File: src/rtl/core/lfu_pkg.sv
// Shared types and constants for the LFU cache table.
// No dependencies.
`timescale 1ns / 1ps
package lfu_pkg;
   localparam int CAPACITY   = 16;
   localparam int COUNT_BITS = 16;
   localparam int IDX_BITS   = (CAPACITY > 1) ? $clog2(CAPACITY) : 1;
   localparam int OCC_BITS   = $clog2(CAPACITY + 1);
   localparam int CFG_BITS   = 5;
   localparam logic [COUNT_BITS-1:0] COUNT_MAX = {COUNT_BITS{1'b1}};

   localparam logic REQ_GET = 1'b0;
   localparam logic REQ_PUT = 1'b1;

   localparam logic [1:0] MODE_TOUCH   = 2'd0;
   localparam logic [1:0] MODE_COMPACT = 2'd1;
   localparam logic [1:0] MODE_INSERT  = 2'd2;

   typedef struct packed {
      logic [31:0]           key;
      logic [31:0]           value;
      logic [COUNT_BITS-1:0] count;
      logic [IDX_BITS-1:0]   rank;
   } entry_type;

   typedef enum logic [3:0] {
      ST_IDLE, ST_FIND_RD, ST_FIND_CHK, ST_DECIDE, ST_VIC_RD, ST_VIC_CHK,
      ST_EVICT, ST_AGE_RD, ST_AGE_WR, ST_FINAL, ST_RESP
   } state_type;
endpackage

File: src/rtl/core/lfu_entry_ram.sv
// Entry store of the LFU cache table: one synchronous RAM, one port.
// Depends on lfu_pkg.
`timescale 1ns / 1ps
module lfu_entry_ram
   import lfu_pkg::*;
(
   input  logic                clock,
   input  logic                wr_en,
   input  logic [IDX_BITS-1:0] addr,
   input  entry_type           wr_data,
   output entry_type           rd_data
);
   entry_type mem [CAPACITY];

   always_ff @(posedge clock) begin
      if (wr_en) begin
         mem[addr] <= wr_data;
      end
      rd_data <= mem[addr];
   end
endmodule

File: src/rtl/core/lfu_cache_table.sv
// Top level of the LFU cache table: sequencer around the entry RAM.
// Depends on lfu_pkg and lfu_entry_ram.
`timescale 1ns / 1ps
// A request is taken when start is high and busy is low. Exactly one result
// beat follows, shown for one cycle with rsp_valid; the receiver cannot stall.
// Each request walks the entry RAM one entry at a time, a read state and then
// a check or write state for each: a key search, on a put of a new key into
// a full cache a victim search, and passes that age or compact recency ranks
// (an eviction needs a compacting pass and an ageing pass). A get miss or a
// put while the capacity is zero answers after the key search; a get hit, an
// update or an insert with room adds one rank pass and a final write; an
// insert with eviction adds the victim search, both passes and the write.
// busy falls in the cycle that shows the result, so a new request may be
// taken then. The single RAM port is why the entries are walked one at a
// time. Valid bits sit in flip-flops, so reset empties the cache at once;
// the capacity register resets to 16 and is written through the csr_
// channel, always ready.
module lfu_cache_table
   import lfu_pkg::*;
(
   input  logic                clock,
   input  logic                reset,
   input  logic                start,
   output logic                busy,
   input  logic                req_type,
   input  logic [31:0]         req_key,
   input  logic signed [31:0]  req_value,
   input  logic                csr_valid,
   output logic                csr_ready,
   input  logic [CFG_BITS-1:0] csr_data,
   output logic                rsp_valid,
   output logic                rsp_hit,
   output logic signed [31:0]  rsp_read_value
);
   state_type state_ff, state_in;
   logic [CAPACITY-1:0] valid_ff, valid_in;
   logic [CFG_BITS-1:0] cap_ff;
   logic [OCC_BITS-1:0] occ_ff, occ_in;
   logic [IDX_BITS-1:0] idx_ff, idx_in, slot_ff, slot_in;
   logic                last_ff, last_in, found_ff, found_in, vhave_ff, vhave_in;
   logic                type_ff;
   logic [31:0]         key_ff, value_ff;
   logic [COUNT_BITS-1:0] vcnt_ff, vcnt_in;
   logic [IDX_BITS-1:0] vrank_ff, vrank_in, orank_ff, orank_in;
   logic [1:0]          mode_ff, mode_in;
   logic                hit_ff, hit_in, rv_ff, rv_in;
   logic [31:0]         rval_ff, rval_in;
   logic                wr_en;
   logic [IDX_BITS-1:0] addr;
   entry_type           wr_data, rd_data;
   logic [OCC_BITS:0]   limit;
   logic                cap_big;

   lfu_entry_ram u_ram (.clock(clock), .wr_en(wr_en), .addr(addr),
                        .wr_data(wr_data), .rd_data(rd_data));

   assign csr_ready = 1'b1;
   assign busy = (state_ff != ST_IDLE);
   assign rsp_valid = rv_ff;
   assign rsp_hit = hit_ff;
   assign rsp_read_value = rval_ff;
   assign cap_big = ({{(32-CFG_BITS){1'b0}}, cap_ff} > 32'(CAPACITY));
   assign limit = cap_big ? (OCC_BITS+1)'(CAPACITY) : (OCC_BITS+1)'(cap_ff);

   always_ff @(posedge clock) begin
      if (reset) begin
         state_ff <= ST_IDLE;
         valid_ff <= '0;
         occ_ff <= '0;
         cap_ff <= CFG_BITS'(16);
         rv_ff <= 1'b0;
      end else begin
         state_ff <= state_in;
         valid_ff <= valid_in;
         occ_ff <= occ_in;
         rv_ff <= rv_in;
         if (csr_valid && csr_ready) begin
            cap_ff <= csr_data;
         end
      end
      if (start && !busy) begin
         type_ff <= req_type;
         key_ff <= req_key;
         value_ff <= req_value;
      end
      idx_ff <= idx_in;     slot_ff <= slot_in;   last_ff <= last_in;
      found_ff <= found_in; vhave_ff <= vhave_in; vcnt_ff <= vcnt_in;
      vrank_ff <= vrank_in; orank_ff <= orank_in; mode_ff <= mode_in;
      hit_ff <= hit_in;     rval_ff <= rval_in;
   end

   always_comb begin
      state_in = state_ff; valid_in = valid_ff; occ_in = occ_ff;
      idx_in = idx_ff; slot_in = slot_ff; last_in = last_ff;
      found_in = found_ff; vhave_in = vhave_ff; vcnt_in = vcnt_ff;
      vrank_in = vrank_ff; orank_in = orank_ff; mode_in = mode_ff;
      hit_in = hit_ff; rval_in = rval_ff; rv_in = 1'b0;
      wr_en = 1'b0; addr = idx_ff; wr_data = rd_data;
      case (state_ff)
         ST_IDLE: begin
            if (start) begin
               idx_in = '0; found_in = 1'b0; state_in = ST_FIND_RD;
            end
         end
         ST_FIND_RD: begin
            state_in = ST_FIND_CHK;
         end
         ST_FIND_CHK: begin
            if (valid_ff[idx_ff] && rd_data.key == key_ff && !found_ff) begin
               found_in = 1'b1; slot_in = idx_ff; orank_in = rd_data.rank;
               rval_in = rd_data.value;
            end
            if (idx_ff == IDX_BITS'(CAPACITY-1)) begin
               state_in = ST_DECIDE;
            end else begin
               idx_in = idx_ff + 1'b1; state_in = ST_FIND_RD;
            end
         end
         ST_DECIDE: begin
            hit_in = found_ff; idx_in = '0; vhave_in = 1'b0;
            if (type_ff == REQ_GET) begin
               if (!found_ff) rval_in = '0;
               mode_in = MODE_TOUCH;
               state_in = found_ff ? ST_AGE_RD : ST_RESP;
            end else if (limit == '0) begin
               hit_in = 1'b0; rval_in = '0; state_in = ST_RESP;
            end else if (found_ff) begin
               rval_in = '0; mode_in = MODE_TOUCH; state_in = ST_AGE_RD;
            end else begin
               rval_in = '0;
               state_in = ({1'b0, occ_ff} >= limit) ? ST_VIC_RD : ST_AGE_RD;
               mode_in = MODE_INSERT;
            end
         end
         ST_VIC_RD: begin
            state_in = ST_VIC_CHK;
         end
         ST_VIC_CHK: begin
            if (valid_ff[idx_ff] && (!vhave_ff || rd_data.count < vcnt_ff ||
                (rd_data.count == vcnt_ff && rd_data.rank > vrank_ff))) begin
               vhave_in = 1'b1; slot_in = idx_ff;
               vcnt_in = rd_data.count; vrank_in = rd_data.rank;
            end
            if (idx_ff == IDX_BITS'(CAPACITY-1)) begin
               state_in = ST_EVICT;
            end else begin
               idx_in = idx_ff + 1'b1; state_in = ST_VIC_RD;
            end
         end
         ST_EVICT: begin
            idx_in = '0;
            if (vhave_ff) begin
               valid_in[slot_ff] = 1'b0; occ_in = occ_ff - 1'b1;
               orank_in = vrank_ff; mode_in = MODE_COMPACT;
            end else begin
               mode_in = MODE_INSERT;
            end
            state_in = ST_AGE_RD;
         end
         ST_AGE_RD: begin
            state_in = ST_AGE_WR;
         end
         ST_AGE_WR: begin
            wr_data = rd_data;
            if (valid_ff[idx_ff]) begin
               case (mode_ff)
                  MODE_TOUCH: if (rd_data.rank < orank_ff) wr_data.rank = rd_data.rank + 1'b1;
                  MODE_COMPACT: if (rd_data.rank > orank_ff) wr_data.rank = rd_data.rank - 1'b1;
                  default: wr_data.rank = rd_data.rank + 1'b1;
               endcase
               wr_en = 1'b1;
            end
            if (idx_ff == IDX_BITS'(CAPACITY-1)) begin
               if (mode_ff == MODE_COMPACT) begin
                  idx_in = '0; mode_in = MODE_INSERT; state_in = ST_AGE_RD;
               end else begin
                  state_in = ST_FINAL;
                  if (mode_ff == MODE_TOUCH) begin
                     idx_in = slot_ff;
                  end else begin
                     found_in = 1'b0;
                     for (int i = CAPACITY-1; i >= 0; i--) begin
                        if (!valid_ff[i]) begin
                           idx_in = IDX_BITS'(i); found_in = 1'b1;
                        end
                     end
                  end
               end
            end else begin
               idx_in = idx_ff + 1'b1; state_in = ST_AGE_RD;
            end
         end
         ST_FINAL: begin
            state_in = ST_RESP;
            if (mode_ff == MODE_TOUCH) begin
               wr_en = 1'b1;
               wr_data = entry_type'(0);
               wr_data.key = key_ff;
               wr_data.value = (type_ff == REQ_PUT) ? value_ff : rval_ff;
               wr_data.rank = '0;
               wr_data.count = (vcnt_ff < COUNT_MAX) ? vcnt_ff + 1'b1 : vcnt_ff;
            end else if (found_ff) begin
               wr_en = 1'b1;
               wr_data.key = key_ff; wr_data.value = value_ff;
               wr_data.count = COUNT_BITS'(1); wr_data.rank = '0;
               valid_in[idx_ff] = 1'b1; occ_in = occ_ff + 1'b1;
            end
         end
         ST_RESP: begin
            rv_in = 1'b1; state_in = ST_IDLE;
         end
         default: state_in = ST_IDLE;
      endcase
      // The touch write needs the stored count; capture it on the key match.
      if (state_ff == ST_FIND_CHK && valid_ff[idx_ff] && rd_data.key == key_ff
          && !found_ff) begin
         vcnt_in = rd_data.count;
      end
   end

   assert property (@(posedge clock) disable iff (reset)
      rsp_valid |-> state_ff == ST_IDLE) else $error("result outside idle");
   assert property (@(posedge clock) disable iff (reset)
      occ_ff == OCC_BITS'($countones(valid_ff))) else $error("occupancy drift");
   assert property (@(posedge clock) disable iff (reset)
      (state_ff == ST_RESP) |=> rsp_valid) else $error("lost result");
endmodule

File: config.mk
export PLATFORM = sky130hd
export DESIGN_NAME = lfu_cache_table
export DESIGN_NICKNAME = d
export VERILOG_FILES = /design/src/rtl/core/lfu_pkg.sv /design/src/rtl/core/lfu_entry_ram.sv /design/src/rtl/core/lfu_cache_table.sv
export SDC_FILE = /design/constraint.sdc
export NUM_CORES = 2
export LEC_CHECK = 0
export BUFFER_PORTS_ARGS = -buffer_cell sky130_fd_sc_hd__buf_4
export CAP_MARGIN = 25
export CORE_MARGIN = 2
export CORE_UTILIZATION = 44
export DETAILED_ROUTE_END_ITERATION = 7
export PLACE_DENSITY_LB_ADDON = 0.08
export SYNTH_ARGS = -nofsm -noshare
export SYNTH_HDL_FRONTEND = slang
export SYNTH_SLANG_ARGS = --single-unit
File: constraint.sdc
create_clock -name clock -period 8.6 [get_ports clock]
set_clock_uncertainty 0.1 [all_clocks]
set_input_delay 0.86 -clock clock [delete_from_list [all_inputs] [get_ports clock]]
set_output_delay 0.86 -clock clock [all_outputs]
set_load 0.01 [all_outputs]
==> results by stage <==
Status:
- The run finished with clean final reports.

Floorplanning:
- The number of placed I/O pins is 110.
- The vertical die dimension is 377 um.
- The placeable core region is ~140000 sq um.
- The area enclosed by the die boundary is roughly 140000 sq um.
- After floorplanning, the core was divided into 136 placement rows.
- The initial core utilization is about 44%.
- The width of the chip is 377 um.

Cells and area:
- At the end of the flow the core is filled with cells to between 50% and 60%.
- The summed area of non-filler cells in the final layout is 70200 sq um.
- Of the cells placed in the final design, the portion with a size suffix greater than 1 is 27.3%.
- The net count of the finished layout is approximately 3200.
- The number of fillers in the final layout is 10800.
- The area of combinational cells with multiple inputs is around 14000 sq um.
- Relative to the synthesized area, the layout overhead comes to 14.8%.
- The sequential cells in the finished layout cover a total of about 47000 sq um.

STA:
- For the pin with the worst max-slew slack, the measured transition is 1.15 ns.
- Based on the critical path, the design can be clocked at up to just under 0.2 GHz.
- After layout, the minimum clock period comes to between 5 and 6 ns.
- Dividing the final minimum period by the clock period gives approximately three fifths.
- Setup repair after global routing left no endpoint under its margin.
- Measured against its own limit, the worst slew margin works out to 23.5%.
- Setup violations remaining at the end of the flow were counted as 0.
- The total negative slack for setup checks is 0 ns.
- The final hold violation count is 0.
- The final max-slew violation count was 0.

Global routing:
- Global routing used roughly 20% of the available tracks across all layers.
- The initial antenna violation count came to 3.
- The via count of the first global-routing pass came to a little over 30000.
- The final global-route overflow total is 0.
- The first global-routing pass estimated 211000 um of wire.
- Entering global routing, the biggest net connects approximately 140 pins.

Setup path:
- STA classifies the critical path startpoint as a register.
- In this run the critical register-to-register path is launched from addr[2]$_DFFE_PP_.
- Of all nets on the critical path, the largest fanout is 44.
- The number of cells traversed by the worst register-to-register path is 9.
- In this design, the critical path's most frequently occurring cell is sky130_fd_sc_hd__buf_4.
- The category of the worst setup path capture point is a register.
- Counting buffers and inverters, the worst setup path is 9 cells deep.
- Walking the worst path, the cells encountered are buf_4 -> mux4_2 -> mux2_2 -> o21ai_2 -> o21ai_0 -> nand2_1 -> nor3_2 -> buf_4 -> buf_4.
- The first element of the critical path is addr[2]$_DFFE_PP_.
- By startpoint and endpoint, the worst setup path is classified as register to register.
- The category of cells accounting for the largest share of critical-path delay is buffers and inverters.
- Data arrives at the worst endpoint at about 5.5 ns.
- The maximum single-stage delay on the critical path is 0.77 ns.
- Together, buffers and inverters on the worst path number 3.
- Among all stages on the critical path, the largest delay is contributed by sky130_fd_sc_hd__buf_4.
- The required time at the endpoint of the critical path is about 8.9 ns.

Logic synthesis:
- The fraction of registers with async set or reset after synthesis is 0%.
- In the post-synthesis netlist, the biggest area contributors are sky130_fd_sc_hd__edfxtp_1, sky130_fd_sc_hd__mux4_2, sky130_fd_sc_hd__dfxtp_1.
- After synthesis the cells add up to around 61000 sq um.
- The sequential cell area fraction in the yosys report is about 76%.
- After technology mapping, the gate count stands at 2890.
- In this run the mean area of a mapped cell was 21.2 sq um.
- In the synthesized netlist, the cells that appear most often are sky130_fd_sc_hd__edfxtp_1, sky130_fd_sc_hd__mux4_2, sky130_fd_sc_hd__nand2_1, sky130_fd_sc_hd__dfxtp_1, sky130_fd_sc_hd__clkbuf_1.
- The synthesized flop and latch total is around 1600.
- Synthesis produced a netlist with a net count of 3004.
- The leading cell type by number of instances after synthesis is sky130_fd_sc_hd__edfxtp_1.
- The most common flop cell mapped by yosys is sky130_fd_sc_hd__edfxtp_1.
- Of the post-synthesis cell area, the dominant cell type holds between 70% and 80%.
- Yosys mapped the design onto 64 distinct sky130hd cell types.
- The count of flip-flops with a built-in enable after synthesis is between 1000 and 1500.
- The Yosys warning count is 0.
- Of all cell types, the one taking the most synthesized area is sky130_fd_sc_hd__edfxtp_1.

Drt:
- Across all layers, the routed design uses roughly 30000 vias.
- The number of vias per cell is between 5 and 6.
- The final routed wirelength across all metal layers is between 100000 and 150000 um.
- The first-pass detailed-route iteration total is 6.
- Once detail routing completed, the nets flagged for antenna violations numbered 0.
- The number of remaining DRC errors is 0.
- The wire length per cell is ~28 um.
- The DRC violation total after the first TritonRoute iteration is between 3000 and 4000.

Clock tree:
- The quantity of hold-fixing buffers added after cts is 0.
- Clock latency on the worst-skew pair, taken at its later pin, is just under 0.8 ns.
- The buffer cell driving the clock tree root is sky130_fd_sc_hd__clkbuf_16.
- For this design, the sink count on the clock tree is ~1600.
- The number of setup buffers added after CTS is 0.
- The total of cells resized after clock tree synthesis is 0.
- Clock-pin slew was measured on the worst setup and hold paths at approximately 0.060 ns.
- The CTS tree is yes.
- The number of buffers added by the clock tree synthesis step is approximately 170.
- The maximum number of buffers from clock root to sink is 3.
- The H-tree depth reported by CTS is 4.

Worst hold path:
- Counting instances, the worst hold path has a depth of 1.
- The startpoint of the most critical hold path is req_value[24].
- In this run the worst hold path is classified as primary input to register.

Placed design:
- The total half-perimeter wirelength after legalization and detailed placement is around 77000 um.
- At the end of routability-driven placement, the weighted congestion stood at 0.807.
- Summing all placed instances gives a cell area of between 60000 and 70000 sq um.
- The total of buffers placed on input and output ports is around 110.

Power and ir drop:
- The worst voltage drop across the vdd grid is 0.206 mV.
- In this run the static leakage power is 0.0225 uW.
- For this design the ratio of total power to cell area is roughly 280 nW/um^2.

Flow run:
- Max-cap violations in this run came to 0.
==> registers in the layout, indices dropped and copies added (netlist names), 5 cells and up <==
register        flops
vcnt_ff            16
value_ff           32
u_ram.rd_data      84
rsp_read_value     32
valid_ff           16
u_ram.mem        1344
occ_ff              5
cap_ff              5
key_ff             32
==> worst paths after layout <==
| kind | to | slack (ns) |
|---|---|---|
| setup / recovery | u_ram.mem[1][8]$_DFFE_PP_ | 3.40 |
| hold / removal | value_ff[24]$_DFFE_PP_ | 0.16 |
| setup reg to reg | u_ram.mem[1][8]$_DFFE_PP_ | 3.40 |
| hold reg to reg | vcnt_ff[0]$_DFFE_PP_ | 0.34 |
==> layout make-up <==
cell class	count	area share, %
antenna	1	0.00356
clock buffer	233	6.75
clock inverter	79	1.13
inverter	75	0.401
multi-input combinational	1084	19.6
sequential	1593	66.5
tap	1794	3.20
timing repair buffer	190	2.41
==> where the power goes <==
group / internal (uW) / switching (uW) / total [uW]
combinational: 1150 / 1710 / 2860
sequential: 9470 / 209 / 9680
clock: 4270 / 2930 / 7210
==> metrics by stage <==
| step | cells | power, uW | hold WS [ns] | setup WS, ns |
|---|---|---|---|---|
| floorplan | 2890 | 11700 | 0.308 | 0.482 |
| global placement | 4716 | 12600 | 0.325 | 3.36 |
| detailed placement | 4722 | 12700 | 0.338 | 3.33 |
| CTS | 5034 | 19900 | 0.0799 | 3.35 |
| global route | 5048 | 20500 | 0.106 | 3.08 |
| finish | 5049 | 19700 | 0.158 | 3.40 |
==> cells in the final DEF, fill, tap and decap left out, types with 6 or more instances in the layout <==
cell	instances
sky130_fd_sc_hd__buf_12	9
sky130_fd_sc_hd__a222oi_1	33
sky130_fd_sc_hd__o21ai_0	42
sky130_fd_sc_hd__inv_1	75
sky130_fd_sc_hd__bufinv_16	14
sky130_fd_sc_hd__edfxtp_1	1478
sky130_fd_sc_hd__a211oi_1	12
sky130_fd_sc_hd__nor2_4	14
sky130_fd_sc_hd__clkbuf_1	44
sky130_fd_sc_hd__mux2i_1	7
sky130_fd_sc_hd__mux4_2	424
sky130_fd_sc_hd__xor2_1	33
sky130_fd_sc_hd__clkbuf_16	175
sky130_fd_sc_hd__nor2_1	47
sky130_fd_sc_hd__nor2b_1	12
sky130_fd_sc_hd__dfxtp_1	115
sky130_fd_sc_hd__nor4_1	11
sky130_fd_sc_hd__nand2_1	165
sky130_fd_sc_hd__nand4_1	11
sky130_fd_sc_hd__buf_16	7
sky130_fd_sc_hd__and2_1	34
sky130_fd_sc_hd__o211ai_1	6
sky130_fd_sc_hd__xnor2_1	14
sky130_fd_sc_hd__a21o_1	13
sky130_fd_sc_hd__nand2b_1	10
sky130_fd_sc_hd__clkbuf_8	16
sky130_fd_sc_hd__clkinv_2	27
sky130_fd_sc_hd__nand3_1	21
sky130_fd_sc_hd__clkinv_1	23
sky130_fd_sc_hd__a21oi_1	42
sky130_fd_sc_hd__a31oi_1	9
sky130_fd_sc_hd__ha_1	39
sky130_fd_sc_hd__o21ai_1	9
sky130_fd_sc_hd__nor3_1	14
sky130_fd_sc_hd__buf_4	171
==> logic make-up after synthesis <==
| kind of cell | synth area share (%) |
|---|---|
| fa+ha+maj | 0.831 |
| mux | 15.8 |
| buf+inv | 1.41 |
| compound gates | 2.21 |
| flops | 76.3 |
| xor+xnor | 0.673 |
| other cells | 0.00613 |
| simple gates | 2.79 |
==> per-layer routing <==
layer	vias up	global-route usage (%)	routed length, um
met4	0	4.81	2370
met3	188	3.27	7680
met1	15700	29.8	63800
met2	864	32.5	68700
met5	-	0	0
li1	12400	-	-
No activity file was read; power rests on OpenSTA's default activity.
